**src/hw/rtl/hfa_pkg.sv**
```systemverilog
// hfa_pkg: types, codes and defaults shared by the hole fit allocator.
// No dependencies; every other file imports it.
package hfa_pkg;

    localparam int HOLES_DEF     = 16;
    localparam int SIZE_BITS_DEF = 16;

    localparam int ACTION_W = 2;
    localparam int INDEX_W  = 4;
    localparam int AMOUNT_W = 16;
    localparam int STATUS_W = 2;
    localparam int POLICY_W = 2;
    localparam int COUNT_W  = 5;
    localparam int PADDR_W  = 3;
    localparam int PDATA_W  = 32;

    localparam logic [COUNT_W-1:0] HOLE_COUNT_RST = 5'd16;

    // register select is paddr[2]
    localparam logic REG_POLICY = 1'b0;
    localparam logic REG_COUNT  = 1'b1;

    typedef enum logic [ACTION_W-1:0] {
        ACT_LOAD    = 2'd0,
        ACT_ALLOC   = 2'd1,
        ACT_RELEASE = 2'd2,
        ACT_NONE    = 2'd3
    } action_t;

    typedef enum logic [STATUS_W-1:0] {
        STAT_OK    = 2'd0,
        STAT_NOFIT = 2'd1,
        STAT_RANGE = 2'd2,
        STAT_SAT   = 2'd3
    } status_t;

    typedef enum logic [POLICY_W-1:0] {
        POL_FIRST = 2'd0,
        POL_NEXT  = 2'd1,
        POL_BEST  = 2'd2,
        POL_WORST = 2'd3
    } policy_t;

    typedef enum logic [2:0] {
        S_IDLE,
        S_SCAN,
        S_UPDATE,
        S_LOAD,
        S_READ,
        S_RMW,
        S_RESP
    } state_t;

    typedef enum logic {
        ALU_ADD,
        ALU_SUB
    } alu_op_t;

    typedef struct packed {
        logic ge;   // a >= b
        logic lt;   // a <  c
        logic gt;   // a >  c
    } alu_flags_t;

endpackage

```
**src/hw/rtl/hfa_if.sv**
```systemverilog
// hfa_cmd_if / hfa_rsp_if: valid/ready channels for command and response words.
// Depends on hfa_pkg for field widths.
interface hfa_cmd_if import hfa_pkg::*; ();
    logic                valid;
    logic                ready;
    logic [ACTION_W-1:0] action;
    logic [INDEX_W-1:0]  hole_index;
    logic [AMOUNT_W-1:0] amount;

    modport source (output valid, action, hole_index, amount, input ready);
    modport sink   (input valid, action, hole_index, amount, output ready);
endinterface

interface hfa_rsp_if import hfa_pkg::*; ();
    logic                valid;
    logic                ready;
    logic [STATUS_W-1:0] status;
    logic [INDEX_W-1:0]  chosen_hole;
    logic [AMOUNT_W-1:0] hole_left;

    modport source (output valid, status, chosen_hole, hole_left, input ready);
    modport sink   (input valid, status, chosen_hole, hole_left, output ready);
endinterface

```
**src/hw/rtl/hfa_alu.sv**
```systemverilog
// hfa_alu: shared add/subtract and compare unit used by the scan, update, load and read-modify-write steps.
// Depends on hfa_pkg for the op code and flag struct.
module hfa_alu import hfa_pkg::*; #(
    parameter int W = 17
) (
    input  alu_op_t     op,
    input  logic [W-1:0] a,
    input  logic [W-1:0] b,
    input  logic [W-1:0] c,
    output logic [W-1:0] res,
    output alu_flags_t   flags
);

    always_comb
    begin
        case (op)
            ALU_ADD: res = a + b;
            ALU_SUB: res = a - b;
            default: res = a + b;
        endcase
        flags.ge = (a >= b);
        flags.lt = (a < c);
        flags.gt = (a > c);
    end

endmodule

```
**src/hw/rtl/hfa_table.sv**
```systemverilog
// hfa_table: hole size memory, one write and one registered read port.
// Per-entry valid bits make the whole table read as zero right after reset.
module hfa_table import hfa_pkg::*; #(
    parameter int HOLES     = HOLES_DEF,
    parameter int SIZE_BITS = SIZE_BITS_DEF,
    localparam int IDX_W    = (HOLES > 1) ? $clog2(HOLES) : 1
) (
    input  logic                 clk,
    input  logic                 rst_n,
    input  logic                 wr_en,
    input  logic [IDX_W-1:0]     wr_addr,
    input  logic [SIZE_BITS-1:0] wr_data,
    input  logic [IDX_W-1:0]     rd_addr,
    output logic [SIZE_BITS-1:0] rd_data
);

    logic [SIZE_BITS-1:0] mem [HOLES];
    logic [HOLES-1:0]     vld_reg;
    logic [HOLES-1:0]     vld_next;
    logic [SIZE_BITS-1:0] rd_mem_reg;
    logic                 rd_vld_reg;

    always_comb
    begin
        vld_next = vld_reg;
        if (wr_en)
        begin
            vld_next[wr_addr] = 1'b1;
        end
    end

    always_ff @(posedge clk or negedge rst_n)
    begin
        if (!rst_n)
        begin
            vld_reg    <= '0;
            rd_vld_reg <= 1'b0;
        end
        else
        begin
            vld_reg    <= vld_next;
            rd_vld_reg <= vld_reg[rd_addr];
        end
    end

    always_ff @(posedge clk)
    begin
        if (wr_en)
        begin
            mem[wr_addr] <= wr_data;
        end
        rd_mem_reg <= mem[rd_addr];
    end

    assign rd_data = rd_vld_reg ? rd_mem_reg : '0;

endmodule

```
**src/hw/rtl/hole_fit_allocator_core.sv**
```systemverilog
// hole_fit_allocator_core: one command word at a time; ready only when idle.
// Load goes through S_LOAD, release through S_READ and S_RMW; a word rejected at accept
// (zero request, index out of range, unknown action) goes straight to S_RESP. Allocate
// scans to a first/next hit, or all n entries for best/worst or no fit (n = entries in use).
// No new word until the last is done; one table entry is read and compared per cycle.
// Reset: async active low; table reads as zero at once, rover 0, first fit, 16 holes.
module hole_fit_allocator_core import hfa_pkg::*; #(
    parameter int HOLES     = HOLES_DEF,
    parameter int SIZE_BITS = SIZE_BITS_DEF
) (
    input  logic               clk,
    input  logic               rst_n,
    hfa_cmd_if.sink            cmd,
    hfa_rsp_if.source          rsp,
    input  logic               psel,
    input  logic               penable,
    input  logic               pwrite,
    input  logic [PADDR_W-1:0] paddr,
    input  logic [PDATA_W-1:0] pwdata,
    output logic [PDATA_W-1:0] prdata,
    output logic               pready
);

    localparam int IDX_W = (HOLES > 1) ? $clog2(HOLES) : 1;
    localparam int CNT_W = $clog2(HOLES + 1);
    localparam int CMP_W = ((SIZE_BITS > AMOUNT_W) ? SIZE_BITS : AMOUNT_W) + 1;
    localparam logic [SIZE_BITS-1:0] HOLE_FULL = '1;
    localparam logic [CMP_W-1:0]     MAX_EXT   = CMP_W'(HOLE_FULL);

    // config
    policy_t              policy_reg, policy_next;
    logic [COUNT_W-1:0]   count_reg, count_next;
    logic [CNT_W-1:0]     n_used;

    // sequencer
    state_t               state_reg, state_next;
    logic [IDX_W-1:0]     rover_reg, rover_next;
    logic [IDX_W-1:0]     iss_ptr_reg, iss_ptr_next;
    logic [CNT_W-1:0]     iss_cnt_reg, iss_cnt_next;
    logic                 chk_vld_reg, chk_vld_next;
    logic [IDX_W-1:0]     chk_idx_reg, chk_idx_next;
    logic                 found_reg, found_next;
    logic [IDX_W-1:0]     pick_reg, pick_next;
    logic [SIZE_BITS-1:0] best_reg, best_next;
    logic [INDEX_W-1:0]   idx_reg, idx_next;
    logic [AMOUNT_W-1:0]  amt_reg, amt_next;
    status_t              res_status_reg, res_status_next;
    logic [INDEX_W-1:0]   res_hole_reg, res_hole_next;
    logic [AMOUNT_W-1:0]  res_left_reg, res_left_next;

    // output word
    logic                 out_vld_reg, out_vld_next;
    status_t              out_status_reg, out_status_next;
    logic [INDEX_W-1:0]   out_hole_reg, out_hole_next;
    logic [AMOUNT_W-1:0]  out_left_reg, out_left_next;
    logic                 out_load;

    // shared unit and table
    alu_op_t              alu_op;
    logic [CMP_W-1:0]     alu_a, alu_b, alu_c, alu_res;
    alu_flags_t           alu_flags;
    logic                 tbl_wr_en;
    logic [IDX_W-1:0]     tbl_wr_addr;
    logic [SIZE_BITS-1:0] tbl_wr_data;
    logic [IDX_W-1:0]     tbl_rd_addr;
    logic [SIZE_BITS-1:0] tbl_rd_data;

    logic                 hit;
    logic                 issue;
    logic                 idx_ok;
    logic                 sat;
    logic [SIZE_BITS-1:0] new_size;

    hfa_alu #(
        .W (CMP_W)
    ) u_alu (
        .op    (alu_op),
        .a     (alu_a),
        .b     (alu_b),
        .c     (alu_c),
        .res   (alu_res),
        .flags (alu_flags)
    );

    hfa_table #(
        .HOLES     (HOLES),
        .SIZE_BITS (SIZE_BITS)
    ) u_table (
        .clk     (clk),
        .rst_n   (rst_n),
        .wr_en   (tbl_wr_en),
        .wr_addr (tbl_wr_addr),
        .wr_data (tbl_wr_data),
        .rd_addr (tbl_rd_addr),
        .rd_data (tbl_rd_data)
    );

    // ---------------- config port ----------------
    assign pready = 1'b1;
    assign n_used = (int'(count_reg) > HOLES) ? CNT_W'(HOLES) : CNT_W'(count_reg);

    always_comb
    begin
        policy_next = policy_reg;
        count_next  = count_reg;
        if (psel && penable && pwrite)
        begin
            case (paddr[2])
                REG_POLICY: policy_next = policy_t'(pwdata[POLICY_W-1:0]);
                REG_COUNT:  count_next  = pwdata[COUNT_W-1:0];
                default:    policy_next = policy_reg;
            endcase
        end
    end

    always_comb
    begin
        case (paddr[2])
            REG_POLICY: prdata = PDATA_W'(policy_reg);
            REG_COUNT:  prdata = PDATA_W'(count_reg);
            default:    prdata = '0;
        endcase
    end

    // ---------------- sequencer ----------------
    assign cmd.ready       = (state_reg == S_IDLE);
    assign rsp.valid       = out_vld_reg;
    assign rsp.status      = out_status_reg;
    assign rsp.chosen_hole = out_hole_reg;
    assign rsp.hole_left   = out_left_reg;

    assign idx_ok = (int'(cmd.hole_index) < int'(n_used));
    assign sat    = |alu_res[CMP_W-1:SIZE_BITS];

    always_comb
    begin
        state_next      = state_reg;
        rover_next      = rover_reg;
        iss_ptr_next    = iss_ptr_reg;
        iss_cnt_next    = iss_cnt_reg;
        chk_vld_next    = 1'b0;
        chk_idx_next    = chk_idx_reg;
        found_next      = found_reg;
        pick_next       = pick_reg;
        best_next       = best_reg;
        idx_next        = idx_reg;
        amt_next        = amt_reg;
        res_status_next = res_status_reg;
        res_hole_next   = res_hole_reg;
        res_left_next   = res_left_reg;
        out_load        = 1'b0;
        alu_op          = ALU_ADD;
        alu_a           = '0;
        alu_b           = '0;
        alu_c           = '0;
        tbl_wr_en       = 1'b0;
        tbl_wr_addr     = IDX_W'(idx_reg);
        tbl_wr_data     = '0;
        tbl_rd_addr     = IDX_W'(idx_reg);
        hit             = 1'b0;
        issue           = 1'b0;
        new_size        = '0;

        case (state_reg)
            S_IDLE:
            begin
                if (cmd.valid)
                begin
                    idx_next        = cmd.hole_index;
                    amt_next        = cmd.amount;
                    res_status_next = STAT_OK;
                    res_hole_next   = '0;
                    res_left_next   = '0;
                    case (action_t'(cmd.action))
                        ACT_LOAD:
                        begin
                            if (idx_ok)
                            begin
                                state_next = S_LOAD;
                            end
                            else
                            begin
                                res_status_next = STAT_RANGE;
                                state_next      = S_RESP;
                            end
                        end
                        ACT_RELEASE:
                        begin
                            if (idx_ok)
                            begin
                                state_next = S_READ;
                            end
                            else
                            begin
                                res_status_next = STAT_RANGE;
                                state_next      = S_RESP;
                            end
                        end
                        ACT_ALLOC:
                        begin
                            if (cmd.amount == '0)
                            begin
                                res_status_next = STAT_NOFIT;
                                state_next      = S_RESP;
                            end
                            else
                            begin
                                iss_ptr_next = (policy_reg == POL_NEXT &&
                                                int'(rover_reg) < int'(n_used)) ?
                                               rover_reg : '0;
                                iss_cnt_next = '0;
                                found_next   = 1'b0;
                                state_next   = S_SCAN;
                            end
                        end
                        default:
                        begin
                            res_status_next = STAT_NOFIT;
                            state_next      = S_RESP;
                        end
                    endcase
                end
            end

            S_SCAN:
            begin
                alu_a = CMP_W'(tbl_rd_data);
                alu_b = CMP_W'(amt_reg);
                alu_c = CMP_W'(best_reg);
                if (chk_vld_reg && alu_flags.ge)
                begin
                    case (policy_reg)
                        POL_FIRST, POL_NEXT:
                        begin
                            hit        = 1'b1;
                            found_next = 1'b1;
                            pick_next  = chk_idx_reg;
                            best_next  = tbl_rd_data;
                        end
                        POL_BEST:
                        begin
                            if (!found_reg || alu_flags.lt)
                            begin
                                found_next = 1'b1;
                                pick_next  = chk_idx_reg;
                                best_next  = tbl_rd_data;
                            end
                        end
                        POL_WORST:
                        begin
                            if (!found_reg || alu_flags.gt)
                            begin
                                found_next = 1'b1;
                                pick_next  = chk_idx_reg;
                                best_next  = tbl_rd_data;
                            end
                        end
                        default:
                        begin
                            hit = 1'b0;
                        end
                    endcase
                end
                issue        = (int'(iss_cnt_reg) < int'(n_used)) && !hit;
                tbl_rd_addr  = iss_ptr_reg;
                chk_vld_next = issue;
                chk_idx_next = iss_ptr_reg;
                if (issue)
                begin
                    iss_cnt_next = iss_cnt_reg + CNT_W'(1);
                    iss_ptr_next = (int'(iss_ptr_reg) + 1 >= int'(n_used)) ?
                                   '0 : iss_ptr_reg + IDX_W'(1);
                end
                if (hit)
                begin
                    state_next = S_UPDATE;
                end
                else if (!issue && !chk_vld_reg)
                begin
                    if (found_reg)
                    begin
                        state_next = S_UPDATE;
                    end
                    else
                    begin
                        res_status_next = STAT_NOFIT;
                        state_next      = S_RESP;
                    end
                end
            end

            S_UPDATE:
            begin
                alu_op          = ALU_SUB;
                alu_a           = CMP_W'(best_reg);
                alu_b           = CMP_W'(amt_reg);
                tbl_wr_en       = 1'b1;
                tbl_wr_addr     = pick_reg;
                tbl_wr_data     = SIZE_BITS'(alu_res);
                rover_next      = pick_reg;
                res_status_next = STAT_OK;
                res_hole_next   = INDEX_W'(pick_reg);
                res_left_next   = AMOUNT_W'(alu_res);
                state_next      = S_RESP;
            end

            S_LOAD:
            begin
                alu_a         = CMP_W'(amt_reg);
                alu_c         = MAX_EXT;
                new_size      = alu_flags.gt ? HOLE_FULL : SIZE_BITS'(alu_res);
                tbl_wr_en     = 1'b1;
                tbl_wr_data   = new_size;
                res_hole_next = idx_reg;
                res_left_next = AMOUNT_W'(new_size);
                state_next    = S_RESP;
            end

            S_READ:
            begin
                state_next = S_RMW;
            end

            S_RMW:
            begin
                alu_a       = CMP_W'(tbl_rd_data);
                alu_b       = CMP_W'(amt_reg);
                new_size    = sat ? HOLE_FULL : SIZE_BITS'(alu_res);
                tbl_wr_en   = 1'b1;
                tbl_wr_data = new_size;
                if (sat)
                begin
                    res_status_next = STAT_SAT;
                    res_hole_next   = '0;
                end
                else
                begin
                    res_status_next = STAT_OK;
                    res_hole_next   = idx_reg;
                end
                res_left_next = AMOUNT_W'(new_size);
                state_next    = S_RESP;
            end

            S_RESP:
            begin
                if (!out_vld_reg || rsp.ready)
                begin
                    out_load   = 1'b1;
                    state_next = S_IDLE;
                end
            end

            default:
            begin
                state_next = S_IDLE;
            end
        endcase

        out_vld_next    = out_load ? 1'b1 : (rsp.ready ? 1'b0 : out_vld_reg);
        out_status_next = out_load ? res_status_reg : out_status_reg;
        out_hole_next   = out_load ? res_hole_reg : out_hole_reg;
        out_left_next   = out_load ? res_left_reg : out_left_reg;
    end

    always_ff @(posedge clk or negedge rst_n)
    begin
        if (!rst_n)
        begin
            policy_reg  <= POL_FIRST;
            count_reg   <= HOLE_COUNT_RST;
            state_reg   <= S_IDLE;
            rover_reg   <= '0;
            iss_cnt_reg <= '0;
            chk_vld_reg <= 1'b0;
            found_reg   <= 1'b0;
            out_vld_reg <= 1'b0;
        end
        else
        begin
            policy_reg  <= policy_next;
            count_reg   <= count_next;
            state_reg   <= state_next;
            rover_reg   <= rover_next;
            iss_cnt_reg <= iss_cnt_next;
            chk_vld_reg <= chk_vld_next;
            found_reg   <= found_next;
            out_vld_reg <= out_vld_next;
        end
    end

    always_ff @(posedge clk)
    begin
        iss_ptr_reg    <= iss_ptr_next;
        chk_idx_reg    <= chk_idx_next;
        pick_reg       <= pick_next;
        best_reg       <= best_next;
        idx_reg        <= idx_next;
        amt_reg        <= amt_next;
        res_status_reg <= res_status_next;
        res_hole_reg   <= res_hole_next;
        res_left_reg   <= res_left_next;
        out_status_reg <= out_status_next;
        out_hole_reg   <= out_hole_next;
        out_left_reg   <= out_left_next;
    end

`ifndef NO_ASSERTIONS
    a_busy_after_accept: assert property (@(posedge clk) disable iff (!rst_n)
        cmd.valid && cmd.ready |=> !cmd.ready)
        else $error("command accepted while a word is in progress");

    a_fail_no_hole: assert property (@(posedge clk) disable iff (!rst_n)
        rsp.valid && rsp.status != STAT_OK |-> rsp.chosen_hole == '0)
        else $error("chosen_hole nonzero on a failed word");

    a_fail_no_left: assert property (@(posedge clk) disable iff (!rst_n)
        rsp.valid && (rsp.status == STAT_NOFIT || rsp.status == STAT_RANGE)
        |-> rsp.hole_left == '0)
        else $error("hole_left nonzero on a rejected word");

    a_write_state: assert property (@(posedge clk) disable iff (!rst_n)
        tbl_wr_en |-> (state_reg == S_UPDATE || state_reg == S_LOAD ||
                       state_reg == S_RMW))
        else $error("table written outside an update step");
`endif

endmodule
```
**src/flat_wrapper.sv**
```systemverilog
// flat-port wrapper written by rule: the top's interface ports become plain ports
module hole_fit_allocator_core_flat import hfa_pkg::*;
#(
    parameter int HOLES     = HOLES_DEF,
    parameter int SIZE_BITS = SIZE_BITS_DEF
)
  (clk, rst_n, psel, penable, pwrite, paddr, pwdata, prdata, pready, cmd_valid, cmd_action, cmd_hole_index, cmd_amount, cmd_ready, rsp_valid, rsp_status, rsp_chosen_hole, rsp_hole_left, rsp_ready);
  hfa_cmd_if cmd_i ();
  hfa_rsp_if rsp_i ();
  input  logic clk;
  input  logic rst_n;
  input  logic psel;
  input  logic penable;
  input  logic pwrite;
  input  logic [PADDR_W-1:0] paddr;
  input  logic [PDATA_W-1:0] pwdata;
  output logic [PDATA_W-1:0] prdata;
  output logic pready;
  input wire logic [$bits(cmd_i.valid)-1:0] cmd_valid;
  input wire logic [$bits(cmd_i.action)-1:0] cmd_action;
  input wire logic [$bits(cmd_i.hole_index)-1:0] cmd_hole_index;
  input wire logic [$bits(cmd_i.amount)-1:0] cmd_amount;
  output wire logic [$bits(cmd_i.ready)-1:0] cmd_ready;
  output wire logic [$bits(rsp_i.valid)-1:0] rsp_valid;
  output wire logic [$bits(rsp_i.status)-1:0] rsp_status;
  output wire logic [$bits(rsp_i.chosen_hole)-1:0] rsp_chosen_hole;
  output wire logic [$bits(rsp_i.hole_left)-1:0] rsp_hole_left;
  input wire logic [$bits(rsp_i.ready)-1:0] rsp_ready;
  assign cmd_i.valid = cmd_valid;
  assign cmd_i.action = cmd_action;
  assign cmd_i.hole_index = cmd_hole_index;
  assign cmd_i.amount = cmd_amount;
  assign cmd_ready = cmd_i.ready;
  assign rsp_valid = rsp_i.valid;
  assign rsp_status = rsp_i.status;
  assign rsp_chosen_hole = rsp_i.chosen_hole;
  assign rsp_hole_left = rsp_i.hole_left;
  assign rsp_i.ready = rsp_ready;
  hole_fit_allocator_core #(.HOLES(HOLES), .SIZE_BITS(SIZE_BITS)) u_core (.clk(clk), .rst_n(rst_n), .cmd(cmd_i), .rsp(rsp_i), .psel(psel), .penable(penable), .pwrite(pwrite), .paddr(paddr), .pwdata(pwdata), .prdata(prdata), .pready(pready));
endmodule
```
**config.mk**
```make
export PLATFORM = sky130hd
export DESIGN_NAME = hole_fit_allocator_core_flat
export DESIGN_NICKNAME = d
export VERILOG_FILES = /design/src/hw/rtl/hfa_pkg.sv /design/src/hw/rtl/hfa_if.sv /design/src/hw/rtl/hfa_alu.sv /design/src/hw/rtl/hfa_table.sv /design/src/hw/rtl/hole_fit_allocator_core.sv /design/src/flat_wrapper.sv
export SDC_FILE = /design/constraint.sdc
export NUM_CORES = 1
export LEC_CHECK = 0
export BUFFER_PORTS_ARGS = -buffer_cell sky130_fd_sc_hd__buf_2
export CORE_MARGIN = 2
export CORE_UTILIZATION = 40
export DETAILED_ROUTE_END_ITERATION = 7
export GPL_TIMING_DRIVEN = 0
export PLACE_DENSITY = 0.64
export SKIP_LAST_GASP = 1
export SLEW_MARGIN = 5
export SYNTH_ARGS = -nofsm -noshare
export SYNTH_HDL_FRONTEND = slang
export SYNTH_SLANG_ARGS = --single-unit
```
**constraint.sdc**
```tcl
create_clock -name clk -period 13.1 [get_ports clk]
set_input_delay 1.31 -clock clk [delete_from_list [all_inputs] [get_ports clk]]
set_output_delay 1.31 -clock clk [all_outputs]
set_load 0.005 [all_outputs]
```
Word-level counts from Yosys, hierarchy flattened
Memory sizes are Yosys's and may differ from the RTL's. A register that Yosys moved wholly into a read port is not among the register bits.
Cells that the tools add are included.
Storage, ports and cells
  bits in registers: 131
  RAM bits: 256
  output and inout bits: 57
  word-level logic and storage cells: 182
  memories kept: 1
Cells by class
  add/subtract/negate cells: 5
  order comparisons: 11
  eq/ne operators: 25
  multiplexer cells: 78
  bitwise gates (word level): 3
  reduce and logical (&&, ||, !) cells: 37
Memories
  u_core.u_table.mem: words 16, width 16, read ports 1, clocked after Yosys merged registers in 1, write ports 1, line hfa_table.sv:17  | logic [SIZE_BITS-1:0] mem [HOLES];
Operator list (number)
  16-bit one-hot mux with 3 select lines: 3
  16-bit two-way mux: 7
  16-bit one-hot mux with 4 select lines: 1
  32-bit one-hot mux with 2 select lines: 1
  4-bit two-way mux: 12
  17-bit one-hot mux with 2 select lines: 1
  32-bit by 6-bit greater-or-equal comparator with 1-bit output: 1
  16-bit one-hot mux with 2 select lines: 1
  5-bit two-way mux: 5
  1-bit two-way mux: 21
  3-bit two-way mux: 7
  17-bit adder: 1
  17-bit greater-or-equal comparator: 1
  17-bit greater-than comparator: 1
  17-bit less-than comparator: 1
  17-bit subtractor: 1
  16-bit logical NOT: 1
  16-bit OR: 1
  4-bit one-hot mux with 4 select lines: 1
  3-bit one-hot mux with 5 select lines: 1
  2-bit two-way mux: 7
  2-bit by 1-bit inequality test with 1-bit output (second input constant): 7
  4-bit one-hot mux with 3 select lines: 1
  4-bit by 5-bit less-than comparator with 1-bit output: 2
  other kinds (39): 73

Depth between registers and ports, before layout
Gate-level depths: netlist of run 1.
  word-level depth: 14
  gate-level depth with buffers: 18
  mapped depth without buffers: 15

By module
Synthesis of run 1 repeated with hierarchy kept, for this count alone.
Second synthesis, totals
  cell total of the unflattened synthesis: 1256
  area total of the unflattened synthesis: 18527.8 sq um
By module, submodules not included
  hfa_table: instances 1, cells each 491, area each 10802.9 sq um
  hole_fit_allocator_core: instances 1, cells each 462, area each 5609.1 sq um
  hfa_alu: instances 1, cells each 303, area each 2115.8 sq um

Least setup slack after synthesis of run 1
Ideal clock, no wire load.
  path kind: flip-flop to flip-flop
  from: reg u_core.state_reg[2]
  to: reg u_core.res_left_reg[5], data pin
  library setup time: 394 ps
  arrival time: 4275 ps
  setup slack: 8431 ps
  stages on the path, launching flop included: 19
  buffers on the path: 6
  clock period less this slack: 4669 ps
  cells stage by stage: dfrtp_1 -> clkbuf_1 -> or3b_2 -> clkbuf_1 -> buf_1 -> nand2_1 -> clkbuf_1 -> nand2_1 -> ha_1 -> clkbuf_1 -> inv_1 -> a2111oi_0 -> a21oi_1 -> o311ai_1 -> a21oi_1 -> nand2_1 -> a21o_1 -> buf_2 -> o21ai_0
Between the ends
  word-level cells in the longest chain between the ends: 7
  elaborated cells on any way between the ends: 19
  classes of those cells: add/sub: 2; order compare: 1; eq/ne: 4; mux: 8; bitwise: 1; reduce/logical: 3
Ends and longest elaborated chain
  from (decl): line hole_fit_allocator_core.sv:36  | state_t state_reg, state_next;
  from (signal assigned): line hole_fit_allocator_core.sv:383  | state_reg <= state_next;
  3-bit by 1-bit equality test with 1-bit output, or another cell as far along: line hole_fit_allocator_core.sv:164  | case (state_reg)
  2-bit OR reduction (no line) or 3-bit OR reduction (tied branches)
  16-bit one-hot mux with 3 select lines or 16-bit two-way mux (tied branches): line hole_fit_allocator_core.sv:164
  17-bit subtractor or 17-bit adder (tied branches)
  17-bit one-hot mux with 2 select lines: line hfa_alu.sv:16  | case (op)
  16-bit two-way mux, on equally long branches: line hole_fit_allocator_core.sv:328, hole_fit_allocator_core.sv:311
  16-bit one-hot mux with 4 select lines *: line hole_fit_allocator_core.sv:164
  net u_core.res_left_next[5]: line hole_fit_allocator_core.sv:49  | logic [AMOUNT_W-1:0] res_left_reg, res_left_next;
  to (signal assigned): line hole_fit_allocator_core.sv:402  | res_left_reg <= res_left_next;
  to (decl): line hole_fit_allocator_core.sv:49
Mark *: on every way through the listed nets, which the timed path passes. The rest lies on a longest branch.
A chain may end at the register's enable or synchronous reset.

Worst setup path in the final report of run 1
  from: reg u_core.state_reg[2]
  to: reg u_core.res_left_reg[15], data pin
Same word-level chain as after synthesis.

==> results of run 1 <==
cell usage in the layout (no fill, tap or decap), types with 9 or more instances in the layout:
cell type,n
a31oi_1,24
nor4_1,9
a21oi_1,34
or2_2,19
mux2i_1,22
nor3_1,19
edfxtp_1,348
clkbuf_16,43
mux4_2,68
nand2_1,97
nor2b_1,10
o21ai_0,49
buf_8,9
buf_4,37
conb_1,28
a21o_1,13
o2bb2ai_1,13
and2_1,41
buf_2,73
nand3_1,25
dfrtp_1,38
a211oi_1,23
clkbuf_1,46
ha_1,64
dfxtp_1,16
inv_1,50
nor2_1,33
nand2b_1,11
nor2_2,16
path summary, 6_finish.rpt:
path	start	to	slack (ns)	cells after the start
setup / recovery	u_core.state_reg[2]$_DFFE_PN0P_	u_core.res_left_reg[15]$_DFFE_PP_	6.12	18
hold / removal	u_core.res_left_reg[3]$_DFFE_PP_	u_core.rsp.hole_left[3]$_DFFE_PP_	0.41	0
setup reg to reg	u_core.state_reg[2]$_DFFE_PN0P_	u_core.res_left_reg[15]$_DFFE_PP_	6.12	18
hold reg to reg	u_core.res_left_reg[3]$_DFFE_PP_	u_core.rsp.hole_left[3]$_DFFE_PP_	0.41	0
max in group asynchronous	rst_n	u_core.u_table.vld_reg[10]$_DFFE_PN0P_	11.58	1
min in group asynchronous	rst_n	u_core.iss_cnt_reg[3]$_DFFE_PN0P_	0.90	1
cell families (layout without fill, tap and decap cells):
group           Yosys count  count (layout)  share of synthesized area (%)
buf+inv                 135             300                           3.53
mux                      98              98                           9.98
fa+ha+maj                66              66                           4.56
simple gates            317             317                           8.76
other cells               2              28                         0.0407
compound gates          240             240                           9.00
xor+xnor                 10              10                          0.475
flops                   403             403                           63.7
worst max-delay path, cell delays in order, from the launching register on:
cell and delay (ns):
dfrtp_1 0.39, clkbuf_1 0.41, or3b_2 0.27, clkbuf_1 0.44, buf_1 0.61, nand2_1 0.35, and2_1 0.28, ha_1 0.21
inv_1 0.07, fa_1 0.21, nor3_1 0.08, o311ai_0 0.68, a211oi_1 0.26, o311ai_1 0.47, a21oi_1 0.22, nand2_1 0.09
a21o_1 0.43, buf_2 0.33, nand3_1 0.63
area by class of cell:
type                            count  area [µm²]  share of cell area [%]
Clock inverter                     24         287                    1.33
Multi-Input combinational cell    759        6230                    29.0
Inverter                           51         191                   0.891
Sequential cell                   403       11700                    54.7
Timing Repair Buffer               87         694                    3.23
Clock buffer                       54        1140                    5.29
Buffer                             84         459                    2.14
Tap cell                          600         751                    3.49
power breakdown:
group | internal (µW) | switching, µW | total (µW)
Combinational | 600 | 1140 | 1740
Sequential | 1790 | 75.6 | 1870
Clock | 737 | 502 | 1240
Total | 3130 | 1720 | 4840
per-layer routing:
metal,track usage [%],routed length (µm)
met2,30.9,21400
met4,7.23,1410
met5,0,0
met3,3.52,2680
met1,27.0,20300
per-stage QoR:
| step | instances | hold WS (ns) | cell area [µm²] | worst slack, ns |
|---|---|---|---|---|
| floorplan | 1297 | 0.400 | 18600 | 8.43 |
| global placement | 1960 | 0.403 | 19600 | 6.06 |
| detailed placement | 1983 | 0.406 | 20000 | 6.21 |
| CTS | 2061 | 0.417 | 21500 | 6.17 |
| global route | 2062 | 0.425 | 21500 | 5.46 |
| finish | 2062 | 0.411 | 21500 | 6.12 |
==> flow_summary_export.csv, run 1 <==
group,metric,value,unit
status,status,"completed",
floorplanning,die-area,47900,µm²
route,wirelength,45900,µm
synth,synth_ff_type,"edfxtp_1",
cts,clk_path_buf_depth,3,
synth,synth_top_area_cell,"edfxtp_1",
cts,h-tree-depth,2,
layout,final_nets,1559,
sta,finalSetupViolCount,0,
global_routing,grt-ovfl-total,0,
route,vias,11400,
placed_design,hpwl,33000,µm
floorplanning,start_util,40.6,%
floorplanning,io_pins,121,
floorplanning,die_x,219,µm
cts,cts_tree,"built",
synth,synth_top_area_share,56.6,%
global_routing,grt_max_degree,40,
cts,cts_resized,0,
route,drtAntennaViolNets,0,
power,powerDensity,225,nW/µm²
placed_design,port_buffers,63,
route,dr.pass1.iters,5,
cts,holdBufCountCts,0,
global_routing,antenna_found_initial,0,
setup_path,critPathCaptureType,"flop",
floorplanning,die_h,219,µm
cts,clk_pin_slew,0.06,ns
synth,synth.distinct_cells,78,
global_routing,first_global_vias,11400,
layout,nFillCells,3984,
setup_path,worst_setup_path_start_kind,"flop",
synth,syn_area_per_cell,14.5,µm²
layout,largest_reg_flops,256,
synth,synth_area_leaders,"edfxtp_1 (57%), mux4_2 (8.3%), dfrtp_1 (5.2%)",
sta,fin_skew,0.0170,ns
route,route.detailed.drc,0,
route,drt_iter0_markers,922,
cts,cts_buffers,43,
hold_path,hold_path.class,"flop to flop",
layout,regMostFlops,"u_core.u_table.mem",
layout,fin_util,47.3,%
sta,finalCritPeriodShare,53.3,%
cts,cts_setup_buffers,0,
sta,final_hold_viol_count,0,
power,ir_worst_vdd,0.128,mV
sta,fmax,0.143,GHz
setup_path,path_max_fanout,17,
sta,tightestPinTransition,1.26,ns
synth,post-synth-top-count-cell,"edfxtp_1",
sta,fin_crit,6.98,ns
power,leakagePower,0.00789,µW
sta,timing.slew.headroom,15.7,%
synth,ys_ff_latch,403,
layout,syn_to_final_growth,16.5,%
synth,ys_warn_count,0,
synth,synth_edf_count,348,
floorplanning,core.rowCount,78,
flow_run,max-cap-violations,0,
route,wl_per_cell,22.2,µm
cts,clock_latency,0.57,ns
cts,cts_sinks,403,
setup_path,path_class,"flop to flop",
synth,yosysSeqAreaShare,63.7,%
synth,postSynthCellCount,1271,
global_routing,grt_usage,19.5,%
sta,slew_violations,0,
setup_path,arrival,7.04,ns
synth,netlist_area,18500,µm²
synth,yosys-top-cells-count,"edfxtp_1 (348), nand2_1 (97), mux4_2 (68)",
floorplanning,design.core.area,45500,µm²
synth,synth_async_sr_flop_share,9.68,%
placed_design,place_congestion,0.927,
power,p_total,4840,µW
setup_path,cp.required,13.15,ns
sta,rsz0062_at_grt,"false",
global_routing,grt_pass1_wl,70000,µm
layout,post_route_cells_drive_above_1_share,22.1,%
sta,setup_tns,0,ns
layout,antennaDiodeCount,0,
route,via_per_inst,5.53,
cts,root_buffer,"clkbuf_16",
(Power assumes the default switching activity.)
==> inputs of run 2 (changes only) <==
Clock period 13.1 ns to 6.66 ns, I/O delays scaled along.
==> flow_summary_export.csv, run 2 (same netlist as run 1, synthesis figures left out) <==
group,metric,value,unit
sta,finalCritPeriodShare,92.7,%
route,drt_iter0_markers,885,
layout,nFillCells,3986,
placed_design,place_ws,-0.232,ns
cts,holdBufCountCts,0,
global_routing,antenna_found_initial,0,
floorplanning,die_h,219,µm
cts,h-tree-depth,2,
setup_path,worst_setup_path_start_kind,"flop",
global_routing,grt-ovfl-total,0,
sta,final_hold_viol_count,0,
sta,rsz0062_at_grt,"false",
global_routing,grt_max_degree,40,
layout,final_cells,2062,
setup_path,path_max_fanout,15,
flow_run,max-cap-violations,0,
layout,final_nets,1559,
hold_path,hold_path.class,"input port to async pin",
cts,clock_latency,0.57,ns
placed_design,place_congestion,0.927,
sta,finalSetupViolCount,0,
route,dr.pass1.iters,5,
placed_design,hpwl,33000,µm
layout,final_common_cell,"edfxtp_1",
power,leakagePower,0.00790,µW
setup_path,critPathCaptureType,"flop",
route,wl_per_cell,22.2,µm
setup_path,r2r_setup_slack,0.48,ns
placed_design,port_buffers,63,
floorplanning,die_x,219,µm
route,drtAntennaViolNets,0,
sta,timing.slew.headroom,16.1,%
sta,setup_tns,0,ns
cts,clk_pin_slew,0.06,ns
layout,antennaDiodeCount,0,
global_routing,first_global_vias,11400,
cts,root_buffer,"clkbuf_16",
floorplanning,die-area,47900,µm²
setup_path,reg2reg_depth,19,
cts,cts_sinks,403,
cts,cts_tree,"built",
layout,multi_input_area,6250,µm²
cts,cts_buffers,43,
floorplanning,design.core.area,45500,µm²
power,ir_worst_vdd,0.255,mV
route,route.detailed.drc,0,
floorplanning,start_util,40.6,%
sta,setup_ws,0.485,ns
layout,post_route_cells_drive_above_1_share,22.5,%
setup_path,path_class,"flop to flop",
layout,regArea,11700,µm²
layout,regMostFlops,"u_core.u_table.mem",
global_routing,grt_pass1_wl,70000,µm
setup_path,cp.required,6.96,ns
sta,fin_crit,6.18,ns
global_routing,grt_usage,19.6,%
power,powerDensity,443,nW/µm²
route,vias,11400,
layout,largest_reg_flops,256,
sta,slew_violations,0,
placed_design,place_inst,1983,
sta,tightestPinTransition,1.26,ns
route,via_per_inst,5.54,
floorplanning,io_pins,121,
setup_path,r2r_start,"u_core.state_reg[2]$_DFFE_PN0P_",
cts,clk_path_buf_depth,3,
layout,mostFrequentLayoutCells,"edfxtp_1 (348), nand2_1 (96), buf_2 (73), mux4_2 (68), ha_1 (64)",
route,wirelength,45900,µm
setup_path,rr_endpoint,"u_core.u_table.mem[4][6]$_DFFE_PP_",
sta,fmax,0.162,GHz
sta,fin_skew,0.0178,ns
setup_path,arrival,6.47,ns
status,status,"completed",
layout,syn_to_final_growth,16.7,%
floorplanning,core.rowCount,78,
[run 2: layout make-up]
class | instances | area share, %
Timing Repair Buffer | 88 | 3.26
Inverter | 51 | 0.889
Tap cell | 600 | 3.49
Clock buffer | 54 | 5.28
Sequential cell | 403 | 54.6
Buffer | 83 | 2.13
Clock inverter | 24 | 1.33
Multi-Input combinational cell | 759 | 29.1
[run 2: timing repair]
action                                  in CTS  in global routing
gates resized for setup                      3                  8
setup buffers                                2                  0
cloned                                       0                  0
endpoints found under the setup margin     153                277
pin swaps                                    2                  0
[run 2: worst max path at each step]
stage / start / end / cells past startpoint / slack [ns]
after global placement: u_core.state_reg[2]$_DFFE_PN0P_ / u_core.u_table.mem[5][6]$_DFFE_PP_ / 18 / -0.38
after global routing: u_core.state_reg[2]$_DFFE_PN0P_ / u_core.u_table.mem[1][8]$_DFFE_PP_ / 19 / 0.18
after CTS: u_core.state_reg[2]$_DFFE_PN0P_ / u_core.u_table.mem[7][9]$_DFFE_PP_ / 17 / -0.22
final: u_core.state_reg[2]$_DFFE_PN0P_ / u_core.u_table.mem[4][6]$_DFFE_PP_ / 19 / 0.48
after detailed placement: u_core.state_reg[2]$_DFFE_PN0P_ / u_core.u_table.mem[4][0]$_DFFE_PP_ / 17 / -0.23
after floorplan: u_core.state_reg[2]$_DFFE_PN0P_ / u_core.res_left_reg[5]$_DFFE_PP_ / 18 / 1.99
[run 2: power by group]
group          internal (µW)  switching, µW
Clock                   1450            985
Combinational           1190           2250
Sequential              3520            149
Total                   6170           3380
[run 2: worst max-delay path: stages, from the launching register on]
cell and delay, ns:
dfrtp_1 0.39, clkbuf_1 0.41, or3b_2 0.27, clkbuf_1 0.44, clkbuf_2 0.41, nand2_1 0.26
and2_1 0.26, ha_1 0.21, inv_1 0.07, fa_1 0.22, nor3_1 0.08, o311ai_0 0.67
a211oi_1 0.25, o311ai_1 0.46, a21oi_1 0.21, nand2_1 0.09, a21o_2 0.30, buf_2 0.35
o21ai_1 0.27, buf_4 0.27
[run 2: routing by layer]
layer	vias to the layer above	wire length, µm	track usage, %
li1	5173	-	-
met1	5802	20400	27.0
met2	371	21500	31.0
met3	69	2640	3.52
met4	0	1350	7.27
met5	-	0	0
[run 2: metrics by stage]
stage	cell area (µm²)	util (%)	power (µW)	hold slack, ns
after floorplan	18600	-	5870	0.370
after global placement	19600	43.1	6970	0.403
after detailed placement	20000	44.1	7100	0.406
after CTS	21500	47.3	9570	0.253
after global routing	21500	47.3	10100	0.275
final	21500	47.3	9550	0.262
==> inputs of run 3 (changes only) <==
Settings changed: SKIP_CTS_REPAIR_TIMING set to 1, SYNTH_HIERARCHICAL set to 1, TNS_END_PERCENT set to 1.
==> flow_summary_export.csv, run 3 <==
group,metric,value,unit
route,route.detailed.drc,0,
sta,finalCritPeriodShare,86.3,%
synth,yosys-top-cells-count,"edfxtp_1 (348), nor2_1 (82), nand2_1 (75)",
placed_design,place_congestion,0.923,
global_routing,grt-ovfl-total,0,
power,powerDensity,455,nW/µm²
synth,postSynthCellCount,1256,
floorplanning,die_h,219,µm
synth,synth.distinct_cells,82,
layout,final_common_cell,"edfxtp_1",
route,dr.pass1.iters,5,
global_routing,grt_pass1_wl,67500,µm
layout,post_route_cells_drive_above_1_share,23.5,%
global_routing,grtUsageMet2,31.5,%
layout,largest_reg_flops,256,
global_routing,antenna_found_initial,1,
floorplanning,start_util,40.7,%
setup_path,path_max_fanout,17,
route,via_per_inst,5.40,
sta,setup_tns,0,ns
power,leakagePower,0.00793,µW
synth,synth_top_area_share,56.4,%
hold_path,hold_path.class,"input port to async pin",
placed_design,port_buffers,63,
placed_design,hpwl,31900,µm
sta,whs,0.257,ns
sta,finalSetupViolCount,0,
synth,syn_area_per_cell,14.8,µm²
layout,syn_to_final_growth,15.9,%
cts,clock_latency,0.57,ns
synth,synth_ff_type,"edfxtp_1",
global_routing,grt.busiest_layer,"met2",
synth,ys_warn_count,6,
global_routing,grt_max_degree,40,
sta,fin_crit,5.75,ns
floorplanning,io_pins,121,
sta,final_hold_viol_count,0,
synth,synth_async_sr_flop_share,9.68,%
setup_path,worst_setup_path_start_kind,"flop",
route,wirelength,45000,µm
synth,synth_area_leaders,"edfxtp_1 (56%), mux4_2 (8.3%), dfrtp_1 (5.1%)",
sta,rsz0062_at_grt,"false",
setup_path,arrival,6.01,ns
setup_path,critPathCaptureType,"flop",
route,wl_per_cell,22.0,µm
synth,ys_ff_latch,403,
synth,synth_edf_count,348,
route,vias,11000,
floorplanning,die-area,48100,µm²
synth,yosysSeqAreaShare,63.4,%
layout,mostFrequentLayoutCells,"edfxtp_1 (348), buf_2 (84), nand2_1 (75), nor2_1 (70), mux4_2 (68)",
synth,netlist_area,18500,µm²
cts,cts_sinks,403,
global_routing,grt_usage,19.0,%
route,drt_iter0_markers,1167,
global_routing,first_global_vias,11000,
sta,timing.slew.headroom,24.4,%
floorplanning,die_x,219,µm
status,status,"completed",
setup_path,path_class,"flop to flop",
sta,fmax,0.174,GHz
synth,synth_top_area_cell,"edfxtp_1",
sta,fin_skew,0.0133,ns
cts,root_buffer,"clkbuf_16",
route,drtAntennaViolNets,0,
synth,post-synth-top-count-cell,"edfxtp_1",
cts,clk_pin_slew,0.06,ns
floorplanning,core.rowCount,78,
cts,h-tree-depth,2,
layout,regMostFlops,"u_core/u_table/mem",
global_routing,use_met3,3.20,%
power,ir_worst_vdd,0.293,mV
floorplanning,design.core.area,45600,µm²
cts,cts_tree,"built",
layout,antennaDiodeCount,0,
setup_path,cp.required,6.92,ns
cts,clk_path_buf_depth,3,
flow_run,max-cap-violations,0,
sta,tightestPinTransition,1.13,ns
sta,slew_violations,0,
global_routing,use_met1,25.5,%
cts,cts_buffers,43,
layout,final_nets,1545,
run 3: worst max-delay path, stage by stage (launching register included):
cell	delay (ns)
dfrtp_1	0.44
nand2b_1	0.17
buf_2	0.15
o21ai_1	0.61
clkbuf_1	0.39
and2_1	0.23
inv_1	0.05
ha_1	0.37
inv_1	0.20
a21oi_1	0.11
o31ai_1	0.38
a31oi_1	0.09
a211oi_1	0.23
o311ai_1	0.25
xor2_1	0.28
nand2_1	0.08
o22ai_1	0.11
and2_1	0.13
buf_2	0.24
buf_2	0.28
o21a_1	0.64
run 3: power by group:
group          switching, µW  internal [µW]  leakage [µW]  total (µW)
combinational           2280           1290       0.00339        3570
sequential               183           3550       0.00383        3730
clock                    970           1510      0.000714        2480
total                   3430           6350       0.00793        9780
run 3: per-layer routing:
metal	vias to the layer above	routed length [µm]
met2	363	21900
met4	2	1210
li1	5026	-
met5	-	12
met3	88	2450
met1	5564	19400
run 3: logic make-up after synthesis:
| family | count (synthesis) | synth area share [%] |
|---|---|---|
| AOI/OAI and AO/OA | 214 | 8.22 |
| xor gates and xnor gates | 17 | 0.804 |
| adders and majority gates | 69 | 4.74 |
| buffers and inverters | 141 | 4.01 |
| DFF | 403 | 63.4 |
| muxes | 113 | 10.8 |
| other | 2 | 0.0405 |
| and+or+nand+nor | 297 | 7.97 |
run 3: worst paths after layout:
path | startpoint | to | slack (ns) | cells past startpoint
setup reg to reg | u_core/state_reg[2]$_DFFE_PN0P_ | u_core/u_table/mem[2][9]$_DFFE_PP_ | 0.91 | 20
setup / recovery | u_core/state_reg[2]$_DFFE_PN0P_ | u_core/u_table/mem[2][9]$_DFFE_PP_ | 0.91 | 20
min in group clk | cmd_amount[15] | u_core/amt_reg[15]$_DFFE_PP_ | 0.30 | 1
max in group asynchronous | rst_n | u_core/u_table/vld_reg[2]$_DFFE_PN0P_ | 5.80 | 1
hold / removal | rst_n | u_core/policy_reg[1]$_DFFE_PN0P_ | 0.26 | 1
hold reg to reg | u_core/res_left_reg[2]$_DFFE_PP_ | u_core/rsp.hole_left[2]$_DFFE_PP_ | 0.42 | 0
run 3: layout make-up:
class	instances	area (µm²)
buffer	83	526
clock buffer	56	1160
clock inverter	22	302
fill	3897	24100
inverter	58	218
multi-input combinational	742	6220
sequential	403	11700
tap	600	751
timing repair buffer	81	553
run 3: per-stage QoR:
stage | setup slack [ns] | instance area (µm²) | std cells | util (%) | total power, µW
after floorplan | 2.38 | 18600 | 1286 | - | 6110
after global placement | 0.402 | 19700 | 1949 | 43.2 | 7210
after detailed placement | 0.968 | 20000 | 1967 | 43.9 | 7310
after CTS | 0.958 | 21500 | 2045 | 47.1 | 9830
after global routing | 0.504 | 21500 | 2045 | 47.1 | 10300
final | 0.914 | 21500 | 2045 | 47.1 | 9780
